$ cat config.mk
export PLATFORM = sky130hd
export DESIGN_NAME = weighted_index_sampler
export DESIGN_NICKNAME = d
export VERILOG_FILES = /design/src/rtl/wis_pkg.sv /design/src/rtl/wis_datapath.sv /design/src/rtl/wis_ctrl.sv /design/src/rtl/weighted_index_sampler.sv
export VERILOG_INCLUDE_DIRS = /design/src /design/src/rtl
export SDC_FILE = /design/constraint.sdc
export NUM_CORES = 1
export LEC_CHECK = 0
export BUFFER_PORTS_ARGS = -buffer_cell sky130_fd_sc_hd__buf_4
export CAP_MARGIN = 20
export CORE_MARGIN = 4
export CORE_UTILIZATION = 45
export DETAILED_ROUTE_END_ITERATION = 8
export GPL_TIMING_DRIVEN = 0
export PLACE_DENSITY = 0.6
export SLEW_MARGIN = 30
export SYNTH_ARGS = -nofsm -noshare
export SYNTH_HDL_FRONTEND = slang
export SYNTH_SLANG_ARGS = --single-unit
export TNS_END_PERCENT = 20
$ cat constraint.sdc
create_clock -name clk -period 5.76 [get_ports clk]
set_clock_uncertainty 0.2 [all_clocks]
set_input_delay 1.152 -clock clk [delete_from_list [all_inputs] [get_ports clk]]
set_output_delay 1.152 -clock clk [all_outputs]
set_load 0.01 [all_outputs]
$ cat src/rtl/weighted_index_sampler_macros.svh
// Assertion macros for the weighted index sampler.
// Used by the top level; expects clk and rst_n in scope.
`ifndef WEIGHTED_INDEX_SAMPLER_MACROS_SVH
`define WEIGHTED_INDEX_SAMPLER_MACROS_SVH

// same-cycle implication
`define WIS_ASSERT_NOW(label, ante, cons, msg) \
  label: assert property (@(posedge clk) disable iff (!rst_n) (ante) |-> (cons)) \
    else $error(msg);

// next-cycle implication
`define WIS_ASSERT_NEXT(label, ante, cons, msg) \
  label: assert property (@(posedge clk) disable iff (!rst_n) (ante) |=> (cons)) \
    else $error(msg);

`endif

$ cat src/rtl/wis_pkg.sv
// Shared constants, codes and controller/datapath interface types for the
// weighted index sampler. No dependencies.
`timescale 1ns / 1ps
`default_nettype none

package wis_pkg;

  localparam int NUM_ENTRIES_DEF = 64;
  localparam int WEIGHT_BITS_DEF = 16;
  localparam int RANDOM_BITS_DEF = 16;

  localparam int IDX_PORT_W    = 6;
  localparam int WEIGHT_PORT_W = 16;
  localparam int RAND_PORT_W   = 16;
  localparam int CFG_W         = 7;
  localparam int EXT_W         = 48;

  localparam logic [CFG_W-1:0] CFG_RESET = 7'd64;

  localparam logic KIND_WRITE = 1'b0;
  localparam logic KIND_DRAW  = 1'b1;

  typedef struct packed {
    logic clr_en;
    logic wr_en;
    logic draw_load;
    logic sum_en;
    logic mul_start;
    logic mul_en;
    logic scan_start;
    logic scan_en;
    logic out_load;
  } wis_cmd_t;

  typedef struct packed {
    logic clear_last;
    logic sum_done;
    logic mul_done;
    logic scan_done;
  } wis_stat_t;

endpackage

`default_nettype wire

$ cat src/rtl/wis_datapath.sv
// Datapath: weight memory, entry count register, sum walk, shift-add scaler,
// scan walk and result register. Depends on wis_pkg.
`timescale 1ns / 1ps
`default_nettype none

module wis_datapath import wis_pkg::*; #(
  parameter int NUM_ENTRIES = NUM_ENTRIES_DEF,
  parameter int WEIGHT_BITS = WEIGHT_BITS_DEF,
  parameter int RANDOM_BITS = RANDOM_BITS_DEF
) (
  input  wire                      clk,
  input  wire                      rst_n,
  input  wis_cmd_t                 cmd,
  output wis_stat_t                stat,
  input  wire [IDX_PORT_W-1:0]     in_entry_index,
  input  wire [WEIGHT_PORT_W-1:0]  in_weight_value,
  input  wire [RAND_PORT_W-1:0]    in_random_fraction,
  input  wire                      cfg_we,
  input  wire [CFG_W-1:0]          cfg_wdata,
  output logic [IDX_PORT_W-1:0]    out_selected_index
);

  localparam int IDX_W = $clog2(NUM_ENTRIES);
  localparam int SUM_W = WEIGHT_BITS + IDX_W;
  localparam int MC_W  = $clog2(RANDOM_BITS);

  logic [WEIGHT_BITS-1:0] mem [0:NUM_ENTRIES-1];
  logic [WEIGHT_BITS-1:0] rdata_r;

  logic [CFG_W-1:0]       cfg_r, cfg_nxt;
  logic [EXT_W-1:0]       cfg_ext, cfg_m1;
  logic [IDX_W-1:0]       last_idx;

  logic [EXT_W-1:0]       widx_ext, wv_ext, rf_ext, res_ext;
  logic                   wr_in_range;
  logic                   mem_we;
  logic [IDX_W-1:0]       mem_waddr;
  logic [WEIGHT_BITS-1:0] mem_wdata;

  logic [IDX_W-1:0]       addr_r, addr_nxt;
  logic                   issuing_r, issuing_nxt;
  logic                   rd_v_r, rd_v_nxt;
  logic [IDX_W-1:0]       rd_idx_r;
  logic                   walk_start, walk_en;

  logic [SUM_W-1:0]       sum_r, h_r, run_r, target_r, run_nxt;
  logic [RANDOM_BITS-1:0] l_r;
  logic [SUM_W:0]         mul_t;
  logic [MC_W-1:0]        mcnt_r, mcnt_nxt;
  logic                   hit;
  logic [IDX_W-1:0]       res_r;
  logic [IDX_PORT_W-1:0]  out_idx_r;

  always_comb begin
    cfg_ext = EXT_W'(cfg_r);
    cfg_m1  = cfg_ext - EXT_W'(1);
    priority if (cfg_r == '0) begin
      last_idx = '0;
    end else if (cfg_ext > EXT_W'(NUM_ENTRIES)) begin
      last_idx = IDX_W'(NUM_ENTRIES - 1);
    end else begin
      last_idx = cfg_m1[IDX_W-1:0];
    end
  end

  assign widx_ext    = EXT_W'(in_entry_index);
  assign wv_ext      = EXT_W'(in_weight_value);
  assign rf_ext      = EXT_W'(in_random_fraction);
  assign wr_in_range = widx_ext < EXT_W'(NUM_ENTRIES);

  assign mem_we    = cmd.clr_en | (cmd.wr_en & wr_in_range);
  assign mem_waddr = cmd.clr_en ? addr_r : widx_ext[IDX_W-1:0];
  assign mem_wdata = cmd.clr_en ? '0 : wv_ext[WEIGHT_BITS-1:0];

  always_ff @(posedge clk) begin
    if (mem_we) begin
      mem[mem_waddr] <= mem_wdata;
    end
    rdata_r <= mem[addr_r];
  end

  assign walk_start = cmd.draw_load | cmd.scan_start;
  assign walk_en    = cmd.sum_en | cmd.scan_en;

  always_comb begin
    cfg_nxt     = cfg_we ? cfg_wdata : cfg_r;
    addr_nxt    = addr_r;
    issuing_nxt = issuing_r;
    rd_v_nxt    = rd_v_r;
    priority if (cmd.clr_en) begin
      addr_nxt = addr_r + IDX_W'(1);
    end else if (walk_start) begin
      addr_nxt    = '0;
      issuing_nxt = 1'b1;
      rd_v_nxt    = 1'b0;
    end else if (walk_en) begin
      rd_v_nxt = issuing_r;
      if (issuing_r) begin
        if (addr_r == last_idx) begin
          issuing_nxt = 1'b0;
        end else begin
          addr_nxt = addr_r + IDX_W'(1);
        end
      end
    end
    priority if (cmd.mul_start) begin
      mcnt_nxt = '0;
    end else if (cmd.mul_en) begin
      mcnt_nxt = mcnt_r + MC_W'(1);
    end else begin
      mcnt_nxt = mcnt_r;
    end
  end

  always_ff @(posedge clk) begin
    if (!rst_n) begin
      cfg_r     <= CFG_RESET;
      addr_r    <= '0;
      issuing_r <= 1'b0;
      rd_v_r    <= 1'b0;
      mcnt_r    <= '0;
    end else begin
      cfg_r     <= cfg_nxt;
      addr_r    <= addr_nxt;
      issuing_r <= issuing_nxt;
      rd_v_r    <= rd_v_nxt;
      mcnt_r    <= mcnt_nxt;
    end
  end

  assign mul_t   = {1'b0, h_r} + (l_r[0] ? {1'b0, sum_r} : '0);
  assign run_nxt = run_r + SUM_W'(rdata_r);
  assign hit     = run_nxt >= target_r;
  assign res_ext = EXT_W'(res_r);

  always_ff @(posedge clk) begin
    if (walk_en) begin
      rd_idx_r <= addr_r;
    end
    if (cmd.draw_load) begin
      sum_r <= '0;
      l_r   <= rf_ext[RANDOM_BITS-1:0];
    end else begin
      if (cmd.sum_en && rd_v_r) begin
        sum_r <= sum_r + SUM_W'(rdata_r);
      end
      if (cmd.mul_en) begin
        l_r <= {mul_t[0], l_r[RANDOM_BITS-1:1]};
      end
    end
    if (cmd.mul_start) begin
      h_r <= '0;
    end else if (cmd.mul_en) begin
      h_r <= mul_t[SUM_W:1];
    end
    target_r <= h_r + SUM_W'(|l_r);
    if (cmd.scan_start) begin
      run_r <= '0;
    end else if (cmd.scan_en && rd_v_r) begin
      run_r <= run_nxt;
      res_r <= rd_idx_r;
    end
    if (cmd.out_load) begin
      out_idx_r <= res_ext[IDX_PORT_W-1:0];
    end
  end

  assign stat.clear_last = addr_r == IDX_W'(NUM_ENTRIES - 1);
  assign stat.sum_done   = rd_v_r && (rd_idx_r == last_idx);
  assign stat.mul_done   = mcnt_r == MC_W'(RANDOM_BITS - 1);
  assign stat.scan_done  = rd_v_r && (hit || (rd_idx_r == last_idx));

  assign out_selected_index = out_idx_r;

endmodule

`default_nettype wire

$ cat src/rtl/wis_ctrl.sv
// Controller: sequences memory clear, weight writes and the sum, scale and
// scan phases of a draw; owns the handshakes. Depends on wis_pkg.
`timescale 1ns / 1ps
`default_nettype none

module wis_ctrl import wis_pkg::*; (
  input  wire        clk,
  input  wire        rst_n,
  input  wire        in_valid,
  input  wire        in_kind,
  output logic       in_ready,
  output logic       out_valid,
  input  wire        out_ready,
  input  wis_stat_t  stat,
  output wis_cmd_t   cmd
);

  typedef enum logic [5:0] {
    S_CLEAR = 6'b000001,
    S_IDLE  = 6'b000010,
    S_SUM   = 6'b000100,
    S_MUL   = 6'b001000,
    S_SCAN  = 6'b010000,
    S_FIN   = 6'b100000
  } state_t;

  state_t state_r, state_nxt;
  logic   out_valid_r, out_valid_nxt;
  logic   accept, slot_free;

  assign in_ready  = state_r == S_IDLE;
  assign accept    = in_valid & in_ready;
  assign slot_free = !out_valid_r || out_ready;

  always_comb begin
    cmd       = '0;
    state_nxt = state_r;
    unique case (state_r)
      S_CLEAR: begin
        cmd.clr_en = 1'b1;
        if (stat.clear_last) begin
          state_nxt = S_IDLE;
        end
      end
      S_IDLE: begin
        cmd.wr_en     = accept && (in_kind == KIND_WRITE);
        cmd.draw_load = accept && (in_kind == KIND_DRAW);
        if (cmd.draw_load) begin
          state_nxt = S_SUM;
        end
      end
      S_SUM: begin
        cmd.sum_en = 1'b1;
        if (stat.sum_done) begin
          cmd.mul_start = 1'b1;
          state_nxt     = S_MUL;
        end
      end
      S_MUL: begin
        cmd.mul_en = 1'b1;
        if (stat.mul_done) begin
          cmd.scan_start = 1'b1;
          state_nxt      = S_SCAN;
        end
      end
      S_SCAN: begin
        cmd.scan_en = 1'b1;
        if (stat.scan_done) begin
          state_nxt = S_FIN;
        end
      end
      S_FIN: begin
        cmd.out_load = slot_free;
        if (slot_free) begin
          state_nxt = S_IDLE;
        end
      end
      default: begin
        state_nxt = S_CLEAR;
      end
    endcase
  end

  always_comb begin
    priority if (cmd.out_load) begin
      out_valid_nxt = 1'b1;
    end else if (out_ready) begin
      out_valid_nxt = 1'b0;
    end else begin
      out_valid_nxt = out_valid_r;
    end
  end

  always_ff @(posedge clk) begin
    if (!rst_n) begin
      state_r     <= S_CLEAR;
      out_valid_r <= 1'b0;
    end else begin
      state_r     <= state_nxt;
      out_valid_r <= out_valid_nxt;
    end
  end

  assign out_valid = out_valid_r;

endmodule

`default_nettype wire

$ cat src/rtl/weighted_index_sampler.sv
// Channel   Direction  Handshake         Payload
// in_       input      valid / ready     kind, entry_index, weight_value, random_fraction
// out_      output     valid / ready     selected_index
// cfg_      input      write enable      entries_in_use (n)
//
// After reset the weight memory is zeroed, one entry a cycle, with in_ready low. A draw
// runs from transfer to out_valid through a sum walk, the scaler and a scan walk that stops
// at the chosen index: two walks over the single memory read port plus a one-bit-per-cycle
// shift-add scaler.
// A finished draw waits in the output register; writes are taken meanwhile, the next
// draw result holds until the output register frees.
// Top level: wis_ctrl plus wis_datapath; depends on wis_pkg and the assertion macros.
`timescale 1ns / 1ps
`default_nettype none
`include "weighted_index_sampler_macros.svh"

module weighted_index_sampler import wis_pkg::*; #(
  parameter int NUM_ENTRIES = NUM_ENTRIES_DEF,
  parameter int WEIGHT_BITS = WEIGHT_BITS_DEF,
  parameter int RANDOM_BITS = RANDOM_BITS_DEF
) (
  input  wire                      clk,
  input  wire                      rst_n,
  input  wire                      in_valid,
  output logic                     in_ready,
  input  wire                      in_kind,
  input  wire [IDX_PORT_W-1:0]     in_entry_index,
  input  wire [WEIGHT_PORT_W-1:0]  in_weight_value,
  input  wire [RAND_PORT_W-1:0]    in_random_fraction,
  output logic                     out_valid,
  input  wire                      out_ready,
  output logic [IDX_PORT_W-1:0]    out_selected_index,
  input  wire                      cfg_we,
  input  wire [CFG_W-1:0]          cfg_wdata
);

  wis_cmd_t  cmd;
  wis_stat_t stat;

  wis_ctrl u_ctrl (
    .clk       (clk),
    .rst_n     (rst_n),
    .in_valid  (in_valid),
    .in_kind   (in_kind),
    .in_ready  (in_ready),
    .out_valid (out_valid),
    .out_ready (out_ready),
    .stat      (stat),
    .cmd       (cmd)
  );

  wis_datapath #(
    .NUM_ENTRIES (NUM_ENTRIES),
    .WEIGHT_BITS (WEIGHT_BITS),
    .RANDOM_BITS (RANDOM_BITS)
  ) u_datapath (
    .clk                (clk),
    .rst_n              (rst_n),
    .cmd                (cmd),
    .stat               (stat),
    .in_entry_index     (in_entry_index),
    .in_weight_value    (in_weight_value),
    .in_random_fraction (in_random_fraction),
    .cfg_we             (cfg_we),
    .cfg_wdata          (cfg_wdata),
    .out_selected_index (out_selected_index)
  );

  `WIS_ASSERT_NEXT(a_draw_blocks_intake, in_valid && in_ready && (in_kind == KIND_DRAW), !in_ready, "intake open right after a draw transfer")
  `WIS_ASSERT_NOW(a_clear_blocks_intake, cmd.clr_en, !in_ready, "intake open during memory clear")
  `WIS_ASSERT_NOW(a_index_in_table, out_valid, EXT_W'(out_selected_index) < EXT_W'(NUM_ENTRIES), "selected index beyond table")

endmodule

`default_nettype wire
Word-level counts from Yosys, hierarchy flattened:

Memory sizes are Yosys's and may differ from the RTL's. A register that Yosys moved wholly into a read port is not among the register bits.
Cells that the tools add are included.

* bits in registers: 148
* RAM bits: 1024
* bits of input ports: 51
* output and inout bits: 8
* memories kept: 1

Memories
* u_datapath.mem: words 64, bits a word 16, read ports 1, clocked after Yosys merged registers in 1, wr ports 1, RTL line wis_datapath.sv:27 `logic [WEIGHT_BITS-1:0] mem [0:NUM_ENTRIES-1];`

* $add $sub $neg: 7
* magnitude comparators: 3
* equality and inequality tests: 17
* muxes and demuxes: 37
* bitwise logic cells: 9
* reductions and logical operators: 21

Operators by type and width (count)
* $mux 6: 14
* $mux 16: 3
* $add 22x16->22: 2
* $pmux 6 s6: 1
* $add 22x23->23: 1
* $add 22x1->22: 1
* $ge 22x22->1: 1
* $mux 22: 1
* $reduce_or 16->1: 1
* $mux 1: 15
* $eq 6x6->1: 2
* $eq 6x6->1 const B: 2
* $ne 2x2->1 const B: 5
* $gt 7x7->1 const B: 1
* $logic_not 7->1: 1
* $lt 6x7->1 const B: 1
* $add 6x1->6 const B: 1
* $eq 6x1->1 const B: 1
* $eq 6x2->1 const B: 1
* $eq 6x3->1 const B: 1
* $eq 6x4->1 const B: 1
* $eq 6x5->1 const B: 1
* $logic_and 1x1->1: 6
* $mux 2: 3
* other kinds (16): 27

Depth between registers and ports, before layout:

Gate-level depths: netlist of run 1.

* depth after elaboration: 11
* gate-level depth with buffers: 18
* depth with buffers taken out: 18

Hierarchy:

A second synthesis of run 1 with hierarchy kept.

* cells, all modules: 2744
* area, all modules: 49190.9 µm²

Modules (own cells, without submodules)
* wis_datapath: instances 1, cells each 2692, area an instance 48743.0 µm²
* wis_ctrl: instances 1, cells each 52, area an instance 447.9 µm²

Least setup slack after synthesis of run 1:

OpenSTA, ideal clock, no wires.

* kind: register -> register
* start point: register u_datapath.run_r[2]
* end point: register u_ctrl.state_r[2]
* arrival time: 3455 ps
* data required time: 5445 ps
* setup slack: 1990 ps
* cell stages (with the launch flop): 18
* cells stage by stage: dfxtp_1 > ha_1 > nand3_1 > o2111ai_2 > a21oi_1 > o31ai_2 > a21oi_1 > o21a_1 > buf_2 > xnor2_1 > ha_1 > nand4_1 > nor4_1 > o31ai_1 > a211o_1 > a31o_2 > a21oi_1 > nor2b_1

* word-level cells in the longest chain between the ends: 6

RTL lines
* from (decl): RTL line wis_datapath.sv:46 `logic [SUM_W-1:0] sum_r, h_r, run_r, target_r, run_nxt;`
* from (signal assigned): RTL line wis_datapath.sv:160 `run_r <= run_nxt;`
* $add 22x16->22: RTL line wis_datapath.sv:132 `assign run_nxt = run_r + SUM_W'(rdata_r);`
* named net u_datapath.run_nxt[17]: RTL line wis_datapath.sv:46
* $ge 22x22->1: RTL line wis_datapath.sv:133 `assign hit = run_nxt >= target_r;`
* $logic_or 1x1->1: RTL line wis_datapath.sv:171 `assign stat.scan_done = rd_v_r && (hit || (rd_idx_r == last_idx));`
* $logic_and 1x1->1: RTL line wis_datapath.sv:171
* $ne 2x2->1 (no line)
* $reduce_and 6->1 (no line)
* to (signal assigned): RTL line wis_ctrl.sv:99 `state_r <= state_nxt;`
* to (decl): RTL line wis_ctrl.sv:27 `state_t state_r, state_nxt;`

The timed path passes the listed nets, and every way through them passes these cells.
A chain may end at the register's enable or synchronous reset.

Final worst setup path of run 1:

* start point: register u_ctrl.state_r[3]
* end point: memory u_datapath.mem[40][10] in the netlist's numbering, enable pin

* word-level cells in the longest chain between the ends: 8

RTL lines
* $eq 6x2->1: RTL line wis_ctrl.sv:31, wis_ctrl.sv:38
* $and 1x1->1: RTL line wis_ctrl.sv:32 `assign accept = in_valid & in_ready;`
* $logic_and 1x1->1: RTL line wis_ctrl.sv:46 `cmd.wr_en = accept && (in_kind == KIND_WRITE);`
* $mux 2: RTL line wis_ctrl.sv:38 `unique case (state_r)`
* $and 1x1->1: RTL line wis_datapath.sv:71 `assign mem_we = cmd.clr_en | (cmd.wr_en & wr_in_range);`
* $or 1x1->1: RTL line wis_datapath.sv:71
* $mux 1: RTL line wis_datapath.sv:76 `if (mem_we) begin`
* $mux 1 (implied by the code): RTL line wis_datapath.sv:77 `mem[mem_waddr] <= mem_wdata;`
* to (decl): RTL line wis_datapath.sv:27

Parallel ways exist; a longest one is shown, timed or not.

==> summary.md, run 1 <==
| Metric | Value |
|---|---|
| # hold bufs at CTS | `0` |
| Synth area leaders | `edfxtp_1 (65%), mux4_2 (15%), dfxtp_1 (5.3%)` |
| Post-layout nets | `between 3k and 4k` |
| Met3 Usage GRT | `4.05%` |
| Routed wire per std cell | `27.5 um` |
| Core Rows | `120` |
| Port bufs | `57` |
| GR Util met2 | `35.9%` |
| Vias | `26.4k` |
| Largest net degree at the start of global routing | `65` |
| Period utilization | `between 80% and 90%` |
| Fin. max-slew vios | `0` |
| H-tree Lvls | `4` |
| Grt total ovfl | `0` |
| Top cell type's share of synthesized area | `64.6%` |
| Gr usage total | `21.5%` |
| Die height | `around 340 um` |
| FF/Latch Area | `34400 sq um` |
| # fillers | `8474` |
| Layout Cells excl Fill | `4473` |
| Hold WC Path Type | `reg -> reg` |
| Synthesized flop and latch total | `1188` |
| First-pass GRT wire length | `180000 um` |
| Max_slew headroom | `34.2%` |
| Post_cts resized | `0` |
| Area of the multi-input gates | `14400 sq um` |
| Startpoint Class | `flip-flop` |
| Routed Antenna Nets | `0` |
| Top Ports | `59` |
| RD Place Congestion | `0.862` |
| Crit path capture type | `flip-flop` |
| Worst-path clk slew | `about 0.06 ns` |
| Ys Warns | `0` |
| CTS root buf | `clkbuf_16` |
| Status | `completed` |
| Setup TNS | `0 ns` |
| WS Path Type | `reg -> reg` |
| Area added between synthesis and finish | `15.1%` |
| Hold WS | `~0.22 ns` |
| Die width | `approximately 340 um` |
| Slew @ Worst Pin | `0.988 ns` |
| Most used routing layer | `met2` |
| Average size of a mapped cell | `18.0 sq um` |
| Final WL | `123000 um` |
| Max_cap viols | `0` |
| Synth Instances | `roughly 2.7k` |
| Initial antenna violation count | `5` |
| Final setup fails | `0` |
| Placed insts | `~4.2k` |
| DRT Pass-1 Iters | `5` |
| Share of layout cells above drive strength 1 | `25.2%` |
| Syn nets | `between 2k and 3k` |
| Die area | `115000 sq um` |
| Max FO, Critical Path | `11` |
| Post-synth cell types | `85` |
| WP data arrival | `slightly above 5 ns` |
| Worst Path Required | `5.99 ns` |
| Asr flop ratio synth | `0%` |
| PwrDens | `between 300 and 400 nW/um^2` |
| Grt met1 use | `about 29%` |
| Clock Sinks | `1188` |
| CTS tree | `done` |
| Starting Density | `between 40% and 50%` |
| Final min period | `4.82 ns` |
| Max Buffers Root-to-Sink | `3` |
| F_max | `208 MHz` |
| Postcts setup bufs | `0` |
| Core box area | `108000 sq um` |
| RSZ-0062 raised after global routing | `no` |
| Post-synthesis cell area | `49200 sq um` |
| Number of synthesized flops with an enable pin | `1058` |
| Final Hold Fails | `0` |
| LEAKAGE | `18.3 nW` |
| Top FF cell, synth | `edfxtp_1` |
| Number of global-route vias before repair | `26.6k` |
| Seq/Total Area, Yosys | `between 60% and 70%` |
| PnR Total Power | `18.6 mW` |
| CTS Buf Count | `130` |
| DP HPWL | `86300 um` |
| Max IR drop VDD | `0.000271 V` |
| Clock Latency Late Sink | `0.75 ns` |
| Dominant cell type by area after synthesis | `edfxtp_1` |
| Drt via density | `5.90` |
| Residual DRC | `0` |
| Starting DRT DRC Count | `2624` |
[state kept, by name, summed over array words and instances (netlist names), 7 cells and up]
register	cells
u_datapath.mem	1024
u_datapath.h_r	22
u_datapath.run_r	22
u_datapath.sum_r	22
u_datapath.target_r	22
u_datapath.l_r	16
u_datapath.rdata_r	16
u_datapath.cfg_r	7
[layout by cell type (no fill, tap or decap), types with 31 or more instances in the layout]
cell type / n
a21oi_1: 117
buf_2: 37
buf_4: 58
clkbuf_1: 102
clkbuf_16: 132
dfxtp_1: 130
edfxtp_1: 1058
ha_1: 82
inv_1: 46
mux4_2: 336
nand2_1: 200
nand3_1: 51
nor2_1: 66
nor2_2: 33
nor2_4: 31
o21ai_0: 54
xnor2_1: 43
xor2_1: 31
[worst max-delay path, cell delays in order, from the launching register on]
cell and delay [ns]:
dfxtp_1 0.29, clkbuf_1 0.18, nor4_1 0.49, nand3b_1 0.14, clkbuf_1 0.34, clkbuf_1 0.50, o21ai_2 0.46, nand4b_1 0.93
nor2_2 0.69, buf_6 0.25
[synth_stat cells (all sizes together) (3+ instances only)]
| library cell | instances |
|---|---|
| a21oi | 117 |
| dfxtp | 130 |
| a21boi | 3 |
| o2111ai | 4 |
| nand4 | 14 |
| a41oi | 3 |
| o21a | 16 |
| mux2i | 19 |
| edfxtp | 1058 |
| or2 | 3 |
| buf | 48 |
| nand3 | 51 |
| a31o | 3 |
| mux4 | 336 |
| and3 | 12 |
| nor4 | 8 |
| nor2b | 16 |
| xor2 | 32 |
| or3 | 13 |
| nor3 | 21 |
| o211ai | 9 |
| a211o | 3 |
| a21o | 22 |
| nand2 | 201 |
| ha | 82 |
| o21ai | 58 |
| nand2b | 15 |
| nor4b | 3 |
| nor2 | 130 |
| xnor2 | 43 |
| a31oi | 5 |
| and2 | 45 |
| or4 | 6 |
| o31ai | 10 |
| o21bai | 5 |
| mux2 | 3 |
| clkbuf | 76 |
| nand3b | 11 |
| a2111oi | 3 |
| inv | 47 |
| fa | 3 |
| a211oi | 8 |
[per-stage QoR]
stage               utilization, %  worst slack [ns]  instance area [sq um]
floorplan                        -              1.99                  49200
global placement              47.6             0.438                  51300
CTS                           52.5              1.05                  56600
finish                        52.5             0.944                  56600
detailed placement            48.6              1.09                  52400
global route                  52.5             0.704                  56600
[final timing paths]
path | slack [ns] | endpoint | from | depth (start not counted)
min | 0.22 | u_datapath.out_selected_index[1] | u_datapath.res_r[1] | 0
max reg2reg | 0.94 | u_datapath.mem[40][10] | u_ctrl.state_r[3] | 9
min reg2reg | 0.22 | u_datapath.out_selected_index[1] | u_datapath.res_r[1] | 0
max | 0.94 | u_datapath.mem[40][10] | u_ctrl.state_r[3] | 9
[power breakdown]
part           switching, mW  leakage, nW  internal [mW]
clock                   3.41         2.03           4.67
combinational          0.661         5.62          0.469
sequential            0.0452         10.7           9.31
total                   4.12         18.3           14.4
[cell type report]
type	instances	area share [%]
repair buffers	105	2.00
plain buffers	124	0.935
well taps	1403	3.10
inverters	48	0.318
flip-flops and latches	1188	60.8
multi-input cells	1368	25.5
clock inverters	69	1.23
clock buffers	166	6.13
diodes	2	0.00885
[cells by family (layout without fill, tap and decap cells)]
group / Yosys count / after routing / share of synthesized area [%]
flip-flops: 1188 / 1188 / 69.9
other: 0 / 2 / 0
multiplexers: 358 / 358 / 15.9
adder cells (fa/ha/maj): 85 / 85 / 2.21
AND/OR/NAND/NOR: 559 / 559 / 5.47
buffers and inverters: 172 / 512 / 1.42
XOR/XNOR: 76 / 76 / 1.40
AO/OA/AOI/OAI: 290 / 290 / 3.72
[per-layer routing]
metal  routed length (um)  vias to the layer above
met2                61900                      884
met5                   14                        -
met1                50400                    13900
met4                 3200                        2
met3                 7600                      192
li1                     -                    11500
Note: power is estimated with default switching activity, not from simulation.
==> run 2, diff against run 1 <==
--- a/config.mk
+++ b/config.mk
@@ -12,7 +12,7 @@
 export CORE_UTILIZATION = 45
 export DETAILED_ROUTE_END_ITERATION = 8
 export GPL_TIMING_DRIVEN = 0
-export PLACE_DENSITY = 0.6
+export PLACE_DENSITY = 0.62
 export SLEW_MARGIN = 30
 export SYNTH_ARGS = -nofsm -noshare
 export SYNTH_HDL_FRONTEND = slang
==> constraint.sdc (replaced) <==
create_clock -name clk -period 3.95 [get_ports clk]
set_clock_uncertainty 0.2 [all_clocks]
set_input_delay 0.79 -clock clk [delete_from_list [all_inputs] [get_ports clk]]
set_output_delay 0.79 -clock clk [all_outputs]
set_load 0.01 [all_outputs]
==> summary.md, run 2 (same netlist as run 1, synthesis figures left out) <==
| Metric | Value |
|---|---|
| Routed wire per std cell | `between 20 and 30 um` |
| Max stage delay on crit path | `approximately 0.7 ns` |
| Critical path launch point | `u_ctrl.state_r[3]` |
| Sw frac | `between 20% and 30%` |
| Share of layout cells above drive strength 1 | `27.7%` |
| Top Ports | `59` |
| Combinational fraction of design power | `~6.4%` |
| Violated checks | `negative setup slack` |
| Clock Sinks | `1188` |
| # fillers | `8348` |
| Leading cell type in the layout, fill and taps excluded | `edfxtp_1` |
| Gr usage total | `21.6%` |
| Period utilization | `104%` |
| Finished layout cell area | `~57000 sq um` |
| Sw Pwr | `5.85 mW` |
| Final Hold Fails | `0` |
| Final min period | `a little over 4 ns` |
| Post-layout nets | `3130` |
| Most used routing layer | `met2` |
| Number of global-route vias before repair | `26.8k` |
| Max reg flops | `1024` |
| Flop pwr share | `between 50% and 60%` |
| GR Util met2 | `36.1%` |
| FF/Latch Area | `34400 sq um` |
| PnR Total Power | `26.4 mW` |
| # hold bufs at CTS | `0` |
| Grt total ovfl | `0` |
| Die area | `between 100000 and 150000 sq um` |
| F_max | `243 MHz` |
| Max IR drop VDD | `roughly 0.00043 V` |
| Residual DRC | `0` |
| Worst Path Required | `4.09 ns` |
| Final WL | `125000 um` |
| Largest Register | `u_datapath.mem` |
| Crit path buf inv count | `4` |
| Worst-path clk slew | `around 0.06 ns` |
| Routed Antenna Nets | `0` |
| Utilization after layout | `53.0%` |
| LEAKAGE | `18.5 nW` |
| First-pass GRT wire length | `approximately 180000 um` |
| DP HPWL | `88300 um` |
| Core Rows | `120` |
| Startpoint Class | `flip-flop` |
| CTS tree | `done` |
| Max_cap viols | `0` |
| Initial antenna violation count | `11` |
| Met3 Usage GRT | `4.31%` |
| Placement Cell Area | `52500 sq um` |
| Slew @ Worst Pin | `roughly 1.0 ns` |
| Slowest cell on the critical path | `nor2_4` |
| Grt met1 use | `28.5%` |
| Die height | `338 um` |
| PnR worst setup slack | `-0.158 ns` |
| Core box area | `108000 sq um` |
| WP data arrival | `4.25 ns` |
| Hold WS | `around 0.14 ns` |
| Starting Density | `45.6%` |
| Area added between synthesis and finish | `16.3%` |
| Most frequent cells in the layout | `edfxtp_1 (1058), mux4_2 (336), nand2_1 (198)` |
| Hold WC Path Type | `in -> reg` |
| Status | `finished, violations left` |
| CTS Buf Count | `119` |
| H-tree Lvls | `3` |
| Drt via density | `just under 6` |
| Die width | `338 um` |
| Top delay family on crit path | `simple AND/OR/NAND/NOR gates` |
| Vias | `26.7k` |
| Max FO, Critical Path | `16` |
| CTS root buf | `clkbuf_16` |
| DRT Pass-1 Iters | `5` |
| Worst r2r src | `u_ctrl.state_r[3]` |
| Clock Power Share | `between 40% and 50%` |
| Clock Latency Late Sink | `0.72 ns` |
| Largest net degree at the start of global routing | `65` |
| Crit path capture type | `flip-flop` |
| Max Buffers Root-to-Sink | `3` |
| RSZ-0062 raised after global routing | `yes` |
| WS Path Type | `reg -> reg` |
| PwrDens | `between 400 and 500 nW/um^2` |
| Max_slew headroom | `31.0%` |
| RD Place Congestion | `0.885` |
| Hold_sp | `in_random_fraction[13]` |
| CP Cell Sequence | `clkbuf_1 -> nor4_1 -> nand3b_1 -> buf_4 -> buf_4 -> clkbuf_1 -> o21ai_0 -> nand3_2 -> nor2_4` |
| Port bufs | `57` |
| Area of the multi-input gates | `14800 sq um` |
| Final setup fails | `around 190` |
| Dpl ws | `-0.730 ns` |
| Starting DRT DRC Count | `2736` |
| Internal | `about 21 mW` |
| Fin. max-slew vios | `0` |
[run 2: timing repair]
action                                   CTS  global route
pin swaps                                 15            27
setup buffers                             15            13
endpoints found under the setup margin  1035           658
gates resized for setup                   40            74
[run 2: cell type report]
cell class / count / area share [%]
Sequential cell: 1188 / 60.2
Multi-Input combinational cell: 1368 / 25.9
Clock buffer: 163 / 5.71
Tap cell: 1403 / 3.07
Timing Repair Buffer: 147 / 2.86
Clock inverter: 58 / 0.998
Buffer: 122 / 0.928
Inverter: 48 / 0.315
Antenna cell: 1 / 0.00438
[run 2: worst register-to-register path, cell delays in order (launching register included)]
cell and delay [ns]:
dfxtp_1 0.30, clkbuf_1 0.19, nor4_1 0.47, nand3b_1 0.14
buf_4 0.21, buf_4 0.21, clkbuf_1 0.23, o21ai_0 0.57
nand3_2 0.55, nor2_4 0.69
[run 2: metrics by stage]
| step | setup TNS [ns] | instances |
|---|---|---|
| 4_1_cts | -13.43 | 4484 |
| 6_report | -15.08 | 4498 |
| 5_1_grt | -49.23 | 4497 |
| 3_5_place_dp | -434.89 | 4250 |
| 3_3_place_gp | -2296.73 | 4188 |
| 2_1_floorplan | 0 | 2728 |
[run 2: power by group through the flow]
| stage | combinational (mW) | sequential [mW] | clock, mW |
|---|---|---|---|
| after detailed placement | 1.62 | 13.9 | 0 |
| after CTS | 1.64 | 13.6 | 11.2 |
| after global routing | 1.81 | 13.6 | 11.7 |
| after floorplan | 1.10 | 13.9 | 0 |
| after global placement | 1.58 | 13.9 | 0 |
| final | 1.69 | 13.6 | 11.1 |
[run 2: worst paths after layout]
path	end	slack, ns	depth (start not counted)
worst max-delay path	u_datapath.mem[2][7]	-0.16	9
worst min register to register	u_datapath.out_selected_index[0]	0.22	0
worst min-delay path	u_datapath.l_r[13]	0.14	3
worst max register to register	u_datapath.mem[2][7]	-0.16	9
[run 2: metal layers]
layer | vias to the layer above | routed length [um]
met4 | 2 | 4610
met5 | - | 15
met2 | 923 | 62100
met3 | 225 | 8700
li1 | 11500 | -
met1 | 14000 | 49900
